### src/rtl/core/sincos_minimax_approx_macros.svh
// ---------------------------------------------------------------------------
// sincos_minimax_approx assertion macros
// Shared property wrappers, clocked on aclk and disabled in reset.
// ---------------------------------------------------------------------------
`ifndef SINCOS_MINIMAX_APPROX_MACROS_SVH
`define SINCOS_MINIMAX_APPROX_MACROS_SVH

// condition implies consequence in the same cycle
`define SCMA_ASSERT_IMP(lbl, ante, cons, msg) \
    lbl: assert property (@(posedge aclk) disable iff (!aresetn) (ante) |-> (cons)) \
        else $error(msg);

// condition must never hold
`define SCMA_ASSERT_NEVER(lbl, cond, msg) \
    lbl: assert property (@(posedge aclk) disable iff (!aresetn) !(cond)) \
        else $error(msg);

`endif

### src/rtl/core/scma_pkg.sv
// ---------------------------------------------------------------------------
// scma_pkg
// Constants, coefficient tables and the rounded Q30 multiply.
// ---------------------------------------------------------------------------
package scma_pkg;

    localparam int ANGLE_W          = 32;
    localparam int RESULT_W         = 32;
    localparam int ANGLE_FRAC_BITS  = 27;
    localparam int RESULT_FRAC_BITS = 30;
    localparam int QF               = 30;
    localparam int P_W              = 34;
    localparam int N_COEF           = 6;
    localparam int RED_STAGES       = 5;
    localparam int OUT_STAGES       = 2;
    localparam int N_STAGES         = RED_STAGES + (N_COEF - 1) + OUT_STAGES;

    typedef logic signed [P_W-1:0] q30_t;
    typedef q30_t coef_arr_t [N_COEF];

    localparam logic [29:0] INV2PI_Q32 = 30'd683565276;
    localparam logic [32:0] TWOPI_Q30  = 33'd6746518852;
    localparam q30_t PI_Q30     = 34'sd3373259426;
    localparam q30_t HALFPI_Q30 = 34'sd1686629713;

    localparam coef_arr_t SIN_COEF = '{
        -34'sd26, 34'sd2956, -34'sd213040, 34'sd8947846, -34'sd178956974, 34'sd1073741824
    };
    localparam coef_arr_t COS_COEF = '{
        -34'sd280, 34'sd26586, -34'sd1491253, 34'sd44739212, -34'sd536870912, 34'sd1073741824
    };

    // product rounded half away from zero back to Q30
    function automatic q30_t mulq(input q30_t a, input q30_t b);
        logic             neg;
        logic [P_W-1:0]   ma;
        logic [P_W-1:0]   mb;
        logic [2*P_W-1:0] pr;
        logic [2*P_W-1:0] r;
        neg = a[P_W-1] ^ b[P_W-1];
        ma  = a[P_W-1] ? P_W'(-a) : P_W'(a);
        mb  = b[P_W-1] ? P_W'(-b) : P_W'(b);
        pr  = ma * mb;
        r   = (pr + ((2*P_W)'(1) << (QF - 1))) >> QF;
        return neg ? -$signed(r[P_W-1:0]) : $signed(r[P_W-1:0]);
    endfunction

endpackage

### src/rtl/core/scma_output.sv
// ---------------------------------------------------------------------------
// scma_output
// Final sine multiply, cosine sign, rounding to output format and saturation.
// ---------------------------------------------------------------------------
module scma_output #(
    parameter int ResultFracBits = scma_pkg::RESULT_FRAC_BITS
) (
    input  logic                                aclk,
    input  logic [scma_pkg::OUT_STAGES-1:0]     load,
    input  scma_pkg::q30_t                      y,
    input  logic                                flip,
    input  scma_pkg::q30_t                      ps,
    input  scma_pkg::q30_t                      pc,
    output logic [scma_pkg::RESULT_W-1:0]       sine,
    output logic [scma_pkg::RESULT_W-1:0]       cosine
);
    import scma_pkg::*;

    localparam int SH = QF - ResultFracBits;

    q30_t                sn_reg, cs_reg;
    logic [RESULT_W-1:0] sine_reg, cosine_reg;

    function automatic logic [RESULT_W-1:0] to_out(input q30_t v);
        logic [P_W:0] m;
        logic [P_W:0] lim;
        m   = v[P_W-1] ? (P_W+1)'(-v) : (P_W+1)'(v);
        lim = (P_W+1)'(1) << ResultFracBits;
        if (SH > 0) begin
            m = (m + ((P_W+1)'(1) << ((SH > 0) ? SH - 1 : 0))) >> SH;
        end
        if (m > lim) begin
            m = lim;
        end
        return v[P_W-1] ? RESULT_W'(-m) : RESULT_W'(m);
    endfunction

    always_ff @(posedge aclk) begin
        if (load[0]) begin
            sn_reg <= mulq(ps, y);
            cs_reg <= flip ? -pc : pc;
        end
        if (load[1]) begin
            sine_reg   <= to_out(sn_reg);
            cosine_reg <= to_out(cs_reg);
        end
    end

    assign sine   = sine_reg;
    assign cosine = cosine_reg;

endmodule

### config.mk
export PLATFORM = sky130hd
export DESIGN_NAME = scma_output
export DESIGN_NICKNAME = d
export VERILOG_FILES = /design/src/rtl/core/sincos_minimax_approx_macros.svh /design/src/rtl/core/scma_pkg.sv /design/src/rtl/core/scma_output.sv
export SDC_FILE = /design/constraint.sdc
export NUM_CORES = 2
export LEC_CHECK = 0
export BUFFER_PORTS_ARGS = -buffer_cell sky130_fd_sc_hd__buf_2
export CORE_UTILIZATION = 35
export DETAILED_ROUTE_END_ITERATION = 8
export GPL_ROUTABILITY_DRIVEN = 0
export PLACE_DENSITY_LB_ADDON = 0.15
export SLEW_MARGIN = 25
export SYNTH_ARGS = -nofsm -noshare
export SYNTH_HDL_FRONTEND = slang
export SYNTH_SLANG_ARGS = --single-unit
### constraint.sdc
create_clock -name aclk -period 27.4 [get_ports aclk]
set_input_delay 8.22 -clock aclk [delete_from_list [all_inputs] [get_ports aclk]]
set_output_delay 8.22 -clock aclk [all_outputs]
set_load 0.02 [all_outputs]
==> key figures <==
Yosys
  • Asr flop ratio synth: 0
  • Yosys top cell area share: 0.423
  • Post-synthesis sequential area ratio: 0.0823
  • Synthesized area per cell: 8.54 µm²
  • Post-synth cell types: 99
  • Post-synth EDFFs: approximately 130
  • Synth Register Bits: 132
  • Largest area contributor in the netlist: fa_1
  • Syn Nets: around 7000
  • Ys flop type: edfxtp_1
  • Cell Area, Synth: 48100 µm²
  • Count leader, synth: inv_1
  • Synth cell count leaders: inv_1, fa_1, nand2_1, nor2_1, ha_1
  • Yosys warnings: 0
  • Largest cells by area after synthesis: fa_1, inv_1, edfxtp_1
  • Syn Inst Count: between 5000 and 6000

STA
  • Worst-margin pin slew: 1.13 ns
  • Slew HR: 0.246
  • RSZ-0062 raised after global routing: no
  • Final Hold Fails: 0
  • Tcrit/Tclk final: 0.742
  • Achievable Freq: between 40 and 50 MHz
  • # setup viols final: 0
  • Clock Skews: approximately 0.011 ns
  • Worst hold slack: approximately 0.7 ns
  • TNS Setup: 0 ns
  • Final count of pins violating max slew: 0
  • Min Tclk post-route: slightly above 20 ns

Final layout
  • P&R area growth vs syn: 9.20%
  • Fill count: between 10000 and 15000
  • Multi-input gate area: between 30000 and 40000 µm²
  • Fin nets: ~7000
  • Fraction of layout cells with a size suffix above 1: 0.0782
  • Reg area: ~4000 µm²

Routing
  • Initial DRC count: 3185
  • Per-cell routed wire length: 23.4 µm
  • DR vias/cell: 5.29
  • DRC: 0
  • Drt first pass iters: 6
  • Vias: around 39000
  • Routed wire length: between 150000 and 200000 µm
  • Final ANT Viol Nets: 0

Place
  • HPWL after detailed placement: 137000 µm
  • # port buffers: 169

Clocking
  • CTS root buf: clkbuf_16
  • Post-CTS Resized: 0
  • H-tree lvl count: 4
  • Worst-skew pair later-pin latency: around 0.44 ns
  • Post-CTS Hold Fix Bufs: 0
  • CTS Buf Count: 17
  • Setup bufs post-CTS: 0
  • CTS max path bufs: 2
  • TritonCTS clock tree: yes
  • Clock transition at path regs: 0.06 ns
  • CTS sink count: between 100 and 150

Worst setup path
  • Crit path largest cell delay: roughly 0.86 ns
  • Crit path DAT: between 20 and 25 ns
  • CP most frequent cell: fa_1
  • Startpoint types: input pin
  • Setup CP Type: in -> reg
  • Required time worst endpoint: approximately 28 ns
  • Slowest CP cell: xor2_1
  • CP endpoint kind: flop
  • Largest fanout on the critical path: 8

Min path
  • HP Class: reg -> reg

Global route
  • Largest net degree at the start of global routing: 90
  • Vias in the first global route: around 42000
  • First-pass GRT wire length: 266000 µm
  • Antenna violations before repair: 5
  • Total gr overflow: 0
  • Overall routing resource usage: 0.254

Floorplan
  • Die area: around 140000 µm²
  • Die H: between 300 and 400 µm
  • Row Count: around 140
  • Area of the core: around 140000 µm²
  • Starting Density: 0.354
  • Ports: 170
  • Die X: roughly 370 µm

Status
  • Run status: completed

Flow run
  • Max_cap viols: 0
==> logic make-up (layout without fill, tap and decap cells) <==
logic type,after synthesis,in the layout,share of synthesized area
AND/OR/NAND/NOR,1886,1886,0.170
buffers and inverters,1405,1432,0.110
adder cells (fa/ha/maj),1304,1304,0.498
AO/OA/AOI/OAI,602,602,0.0833
XOR/XNOR,288,288,0.0526
flip-flops,132,132,0.0823
multiplexers,19,19,0.00442
other,0,2,0
==> per-layer routing <==
metal,wire [µm],vias to the layer above,GRT usage,part of all wire
met1,76200,20200,0.347,0.44
li1,-,17400,-,-
met4,7110,8,0.0948,0.041
met3,12100,274,0.0341,0.069
met2,79100,1507,0.409,0.45
met5,56,-,0,0.00032
==> path summary, 6_finish.rpt <==
check	start	endpoint	cells after the start	slack (ns)
hold / removal	sn_reg[0]	sine[0]	2	0.70
setup reg to reg	sn_reg[2]	sine[28]	17	20.42
hold reg to reg	sn_reg[0]	sine[0]	2	0.70
setup / recovery	ps[3]	sn_reg[32]	34	7.07
==> final cells by class <==
type                       count  share of cell area
clock inverter                14             0.00309
tap                         1781              0.0424
multi-input combinational   4099               0.758
clock buffer                  18             0.00816
sequential                   132              0.0754
inverter                    1123              0.0802
timing repair buffer         277              0.0327
antenna                        2           0.0000952
==> metrics by stage <==
| step | utilization | area [µm²] | instances | setup WS, ns |
|---|---|---|---|---|
| 6_report | 0.387 | 52600 | 7446 | 7.07 |
| 5_1_grt | 0.387 | 52600 | 7444 | 6.31 |
| 4_1_cts | 0.386 | 52400 | 7441 | 7.02 |
| 3_5_place_dp | 0.381 | 51900 | 7409 | 6.62 |
| 3_3_place_gp | 0.381 | 51800 | 7409 | 6.62 |
| 2_1_floorplan | - | 48100 | 5636 | 8.83 |
==> placed cells by master, fill, tap and decap left out, types with 21 or more instances in the layout <==
cell	synthesis	final
or2_2	26	26
xnor2_1	174	132
ha_1	286	286
nor3_1	64	64
or3_1	39	39
nand3_1	48	48
nor4_1	38	37
inv_1	1120	1120
xnor2_4	0	21
and2_1	45	45
o31ai_1	54	53
nand2_1	802	802
xnor2_2	1	22
buf_4	1	106
o41ai_1	27	25
o21ai_0	150	149
nor2_1	661	661
or4_1	34	34
fa_1	1018	1018
xor2_1	113	86
edfxtp_1	132	132
o21a_1	25	25
nand4_1	38	38
a21oi_1	136	135
buf_2	9	168
==> worst max-delay path: cells and delay by family <==
family | cells | cell delay (ns)
AOI/OAI and AO/OA | 5 | 2.09
and+or+nand+nor | 10 | 3.84
buffers and inverters | 7 | 0.61
muxes | 1 | 0.22
adders and majority gates | 9 | 4.52
xor gates and xnor gates | 2 | 1.00
Power is not shown: default switching activity piles up to over one toggle a cycle in this logic, so the estimate is an artifact.
