## config.mk

```make
export PLATFORM = sky130hd
export DESIGN_NAME = scma_reduce
export DESIGN_NICKNAME = d
export VERILOG_FILES = /design/src/rtl/core/sincos_minimax_approx_macros.svh /design/src/rtl/core/scma_pkg.sv /design/src/rtl/core/scma_reduce.sv
export SDC_FILE = /design/constraint.sdc
export NUM_CORES = 2
export LEC_CHECK = 0
export BUFFER_PORTS_ARGS = -buffer_cell sky130_fd_sc_hd__buf_2
export CORE_MARGIN = 10
export CORE_UTILIZATION = 45
export DETAILED_ROUTE_END_ITERATION = 16
export PLACE_DENSITY_LB_ADDON = 0.12
export REMOVE_ABC_BUFFERS = 1
export SLEW_MARGIN = 10
export SYNTH_ARGS = -nofsm -noshare
export SYNTH_HDL_FRONTEND = slang
export SYNTH_SLANG_ARGS = --single-unit
```

## constraint.sdc

```tcl
create_clock -name aclk -period 11 [get_ports aclk]
set_input_delay 0.55 -clock aclk [delete_from_list [all_inputs] [get_ports aclk]]
set_output_delay 0.55 -clock aclk [all_outputs]
set_load 0.02 [all_outputs]
```

## src/rtl/core/sincos_minimax_approx_macros.svh

```systemverilog
// ---------------------------------------------------------------------------
// sincos_minimax_approx assertion macros
// Shared property wrappers, clocked on aclk and disabled in reset.
// ---------------------------------------------------------------------------
`ifndef SINCOS_MINIMAX_APPROX_MACROS_SVH
`define SINCOS_MINIMAX_APPROX_MACROS_SVH

// condition implies consequence in the same cycle
`define SCMA_ASSERT_IMP(lbl, ante, cons, msg) \
    lbl: assert property (@(posedge aclk) disable iff (!aresetn) (ante) |-> (cons)) \
        else $error(msg);

// condition must never hold
`define SCMA_ASSERT_NEVER(lbl, cond, msg) \
    lbl: assert property (@(posedge aclk) disable iff (!aresetn) !(cond)) \
        else $error(msg);

`endif

```

## src/rtl/core/scma_pkg.sv

```systemverilog
// ---------------------------------------------------------------------------
// scma_pkg
// Constants, coefficient tables and the rounded Q30 multiply.
// ---------------------------------------------------------------------------
package scma_pkg;

    localparam int ANGLE_W          = 32;
    localparam int RESULT_W         = 32;
    localparam int ANGLE_FRAC_BITS  = 27;
    localparam int RESULT_FRAC_BITS = 30;
    localparam int QF               = 30;
    localparam int P_W              = 34;
    localparam int N_COEF           = 6;
    localparam int RED_STAGES       = 5;
    localparam int OUT_STAGES       = 2;
    localparam int N_STAGES         = RED_STAGES + (N_COEF - 1) + OUT_STAGES;

    typedef logic signed [P_W-1:0] q30_t;
    typedef q30_t coef_arr_t [N_COEF];

    localparam logic [29:0] INV2PI_Q32 = 30'd683565276;
    localparam logic [32:0] TWOPI_Q30  = 33'd6746518852;
    localparam q30_t PI_Q30     = 34'sd3373259426;
    localparam q30_t HALFPI_Q30 = 34'sd1686629713;

    localparam coef_arr_t SIN_COEF = '{
        -34'sd26, 34'sd2956, -34'sd213040, 34'sd8947846, -34'sd178956974, 34'sd1073741824
    };
    localparam coef_arr_t COS_COEF = '{
        -34'sd280, 34'sd26586, -34'sd1491253, 34'sd44739212, -34'sd536870912, 34'sd1073741824
    };

    // product rounded half away from zero back to Q30
    function automatic q30_t mulq(input q30_t a, input q30_t b);
        logic             neg;
        logic [P_W-1:0]   ma;
        logic [P_W-1:0]   mb;
        logic [2*P_W-1:0] pr;
        logic [2*P_W-1:0] r;
        neg = a[P_W-1] ^ b[P_W-1];
        ma  = a[P_W-1] ? P_W'(-a) : P_W'(a);
        mb  = b[P_W-1] ? P_W'(-b) : P_W'(b);
        pr  = ma * mb;
        r   = (pr + ((2*P_W)'(1) << (QF - 1))) >> QF;
        return neg ? -$signed(r[P_W-1:0]) : $signed(r[P_W-1:0]);
    endfunction

endpackage

```

## src/rtl/core/scma_reduce.sv

```systemverilog
// ---------------------------------------------------------------------------
// scma_reduce
// Five-stage range reduction to [-pi,pi], fold to [-pi/2,pi/2] and y squared.
// ---------------------------------------------------------------------------
module scma_reduce #(
    parameter int AngleFracBits = scma_pkg::ANGLE_FRAC_BITS
) (
    input  logic                                aclk,
    input  logic [scma_pkg::RED_STAGES-1:0]     load,
    input  logic [scma_pkg::ANGLE_W-1:0]        angle,
    output scma_pkg::q30_t                      y,
    output scma_pkg::q30_t                      y2,
    output logic                                flip
);
    import scma_pkg::*;

    localparam int PROD_W = 63;
    localparam int RSH    = AngleFracBits + 32;
    localparam int QM_W   = PROD_W - RSH;
    localparam int QT_W   = QM_W + 33;
    localparam int AY_W   = ANGLE_W + QF - AngleFracBits;
    localparam int D_W    = ((AY_W > QT_W) ? AY_W : QT_W) + 1;

    logic [ANGLE_W-1:0] m0_reg, m1_reg;
    logic               neg0_reg, neg1_reg, neg2_reg;
    logic [PROD_W-1:0]  prod_reg;
    logic [QT_W-1:0]    qt_reg;
    logic [AY_W-1:0]    ay_reg;
    q30_t               y3_reg, y4_reg, y2_reg;
    logic               flip3_reg, flip4_reg;

    logic [PROD_W-1:0]     rsum;
    logic [QM_W-1:0]       qm;
    logic signed [D_W-1:0] d;
    q30_t                  yr, yf;
    logic                  fl;

    always_comb begin
        rsum = prod_reg + (PROD_W'(1) << (RSH - 1));
        qm   = QM_W'(rsum >> RSH);
        d    = $signed(D_W'(ay_reg)) - $signed(D_W'(qt_reg));
        yr   = neg2_reg ? -$signed(d[P_W-1:0]) : $signed(d[P_W-1:0]);
        fl   = 1'b0;
        yf   = yr;
        priority if (yr > HALFPI_Q30) begin
            yf = PI_Q30 - yr;
            fl = 1'b1;
        end else if (yr < -HALFPI_Q30) begin
            yf = -PI_Q30 - yr;
            fl = 1'b1;
        end else begin
            yf = yr;
        end
    end

    always_ff @(posedge aclk) begin
        if (load[0]) begin
            neg0_reg <= angle[ANGLE_W-1];
            m0_reg   <= angle[ANGLE_W-1] ? -angle : angle;
        end
        if (load[1]) begin
            neg1_reg <= neg0_reg;
            m1_reg   <= m0_reg;
            prod_reg <= PROD_W'(m0_reg) * PROD_W'(INV2PI_Q32);
        end
        if (load[2]) begin
            neg2_reg <= neg1_reg;
            ay_reg   <= AY_W'(m1_reg) << (QF - AngleFracBits);
            qt_reg   <= QT_W'(qm) * QT_W'(TWOPI_Q30);
        end
        if (load[3]) begin
            y3_reg    <= yf;
            flip3_reg <= fl;
        end
        if (load[4]) begin
            y4_reg    <= y3_reg;
            flip4_reg <= flip3_reg;
            y2_reg    <= mulq(y3_reg, y3_reg);
        end
    end

    assign y    = y4_reg;
    assign y2   = y2_reg;
    assign flip = flip4_reg;

endmodule

```

==> impl_results.md <==
- Final hold viol count: 0
- Cells after DPL: 7411
- Max-cap violations: 0
- Max stage delay on crit path: 580 ps
- Clk buf depth: 3
- Post-Route Setup TNS: 0 ps
- RSZ-0062 raised after global routing: yes
- Detailed-route via count: 37630
- Vias/cell: 5.034
- Slew HR: 31.71%
- Fmax: 93.41 MHz
- Residual DRC count: 0
- Synth Register Bits: 230
- Buf+Inv Stages, Crit Path: 7
- Post-Syn Instances: 5515
- Worst-path clk slew: 60 ps
- TritonCTS clock tree: yes
- Critical path arrival: 11070 ps
- Worst Hold Class: in2reg
- Skew final: 22.86 ps
- Max reg flops: 34
- Tightest Pin Transition: 1018 ps
- CP required: 11370 ps
- Synth top cells by count: inv_1 (1579), fa_1 (1235), ha_1 (655)
- 1st-iter DRT viols: 2179
- Ratio of cells with drive above 1 in the final layout: 9.251%
- Clock sink count: 230
- First-pass GRT wire length: 241800 um
- Endpoints failing setup: 0
- # IOs: 107
- ANT nets after route: 0
- Crit-path leading delay family: adder cells
- Min cycle time layout: 10710 ps
- Final wirelength: 151400 um
- Row count: 129
- H-tree depth: 1
- Worst setup SP type: flip-flop
- CTS Buf Count: 29
- Chip height: 372.8 um
- Slowest cell on crit path: or4_4
- Multi-input gate area: 43170 sq um
- GP Congestion: 0.9308
- Sequential fraction of the synthesis area: 12.33%
- Synth top area cells: fa_1 (44%), ha_1 (15%), edfxtp_1 (12%)
- Period Utilization, post-route: 97.32%
- Total track usage: 22.33%
- Hold_buf cts: 0
- Cell taking the most area after synthesis: fa_1
- Top-area cell type share of the netlist area: 44.15%
- Crit-path max FO: 4
- Post-synth EDFFs: 230
- Ys Warns: 0
- Drt pass-1 iters: 6
- FF+latch area: 6907 sq um
- Layout area overhead: 10.11%
- Die footprint: 139000 sq um
- Cell area after synthesis: 56000 sq um
- Vias in the first global route: 41590
- Cell repeated most along the worst path: fa_1
- Outcome: finished, final reports clean
- Layout Nets: 7745
- Final worst setup slack: 294.5 ps
- Synthesized area per cell: 10.15 sq um
- Synth async-reset ratio: 0%
- Fin cells: 7476
- Port-buffer cells: 105
- Most frequent cell after synthesis: inv_1
- # fillers: 11770
- Critical path endpoint category: flip-flop
- Pin count of the biggest net entering global routing: 62
- Worst-Skew Late Latency: 630 ps
- Slew Viols, Final: 0
- Root buffer selected by CTS: clkbuf_16
- Ys flop type: edfxtp_1
- GRT overflow: 0
- Pre-CTS WS: -792.5 ps
- Synth cell types: 90
- Worst setup path class: reg2reg
- Initial Util: 45.29%
- Detailed Place HPWL: 130900 um
- Routed wire per std cell: 20.26 um
- Initial antenna violation count: 3
- Core ar.: 123600 sq um
- Width of the die: 372.8 um
[logic make-up (layout without fill, tap and decap cells)]
group                      count (synthesis)  in the layout  synth area share, %
AOI/OAI and AO/OA                        499            499                6.144
xor gates and xnor gates                 218            218                3.463
adders and majority gates               1890           1890                58.79
buffers and inverters                   1714           2013                11.54
DFF                                      230            230                12.33
muxes                                      9              9               0.1631
other                                      2             27              0.01341
and+or+nand+nor                          953            953                7.559
[layer usage]
metal,global-route usage [%],wire length (um),up-vias
li1,-,-,17410
met4,6.179,5163,0
met3,3.354,9205,197
met5,0,0,-
met1,29.31,63560,19040
met2,38.21,73500,984
[worst paths after layout]
check / slack, ps / cells past startpoint / startpoint / endpoint
worst max-delay path: 290 / 37 / y3_reg[7] / y2[26]
worst min-delay path: 170 / 1 / angle[0] / m0_reg[0]
worst max register to register: 290 / 37 / y3_reg[7] / y2[26]
worst min register to register: 410 / 0 / m1_reg[30] / ay_reg[33]
[repair_timing]
| item | in CTS | in global routing |
|---|---|---|
| hold endpoints to repair | 0 | 0 |
| endpoints found under the setup margin | 19 | 19 |
| pin swaps | 2 | 30 |
| setup buffers | 1 | 11 |
| gates resized for setup | 13 | 74 |
[layout make-up]
class                           instances  share of cell area, %
Clock buffer                           33                  1.201
Antenna cell                            2               0.008117
Tap cell                             1637                  3.322
Inverter                             1593                  9.697
Sequential cell                       230                  11.20
Timing Repair Buffer                  369                  4.255
Clock inverter                         18                 0.3105
Multi-Input combinational cell       3594                  70.01
[placed cells by master, fill, tap and decap left out, types with 17 or more instances in the layout]
master and instances:
a21o_1 54, a21oi_1 109, and2_1 18, and3_1 20, buf_2 104, buf_4 253
clkbuf_16 29, conb_1 25, edfxtp_1 230, fa_1 1231, ha_1 653, inv_1 1574
nand2_1 347, nand2b_1 27, nand3_1 38, nor2_1 329, nor2b_1 28, nor3_1 37
o211ai_1 17, o21a_1 25, o21ai_0 76, o31ai_1 22, xnor2_1 138, xor2_1 52
[metrics by stage]
stage,util (%),cell area [sq um],hold WS (ps)
6_report,49.87,61660,173.5
5_1_grt,49.87,61660,153.1
4_1_cts,49.57,61290,129.9
3_5_place_dp,48.76,60290,404.5
3_3_place_gp,48.76,60290,401.7
2_1_floorplan,-,55600,400.3
[worst register-to-register path: cells and delay by family (launching register included)]
kind                     cells  cell delay, ps
buffers and inverters        7             750
AND/OR/NAND/NOR             10            2910
adder cells (fa/ha/maj)      9            4260
XOR/XNOR                     2             370
AO/OA/AOI/OAI                9            1830
flip-flops                   1             380
Power is left out: the tool's default activity adds up to more than one toggle a clock period on the data nets, which glitch-free logic cannot reach.
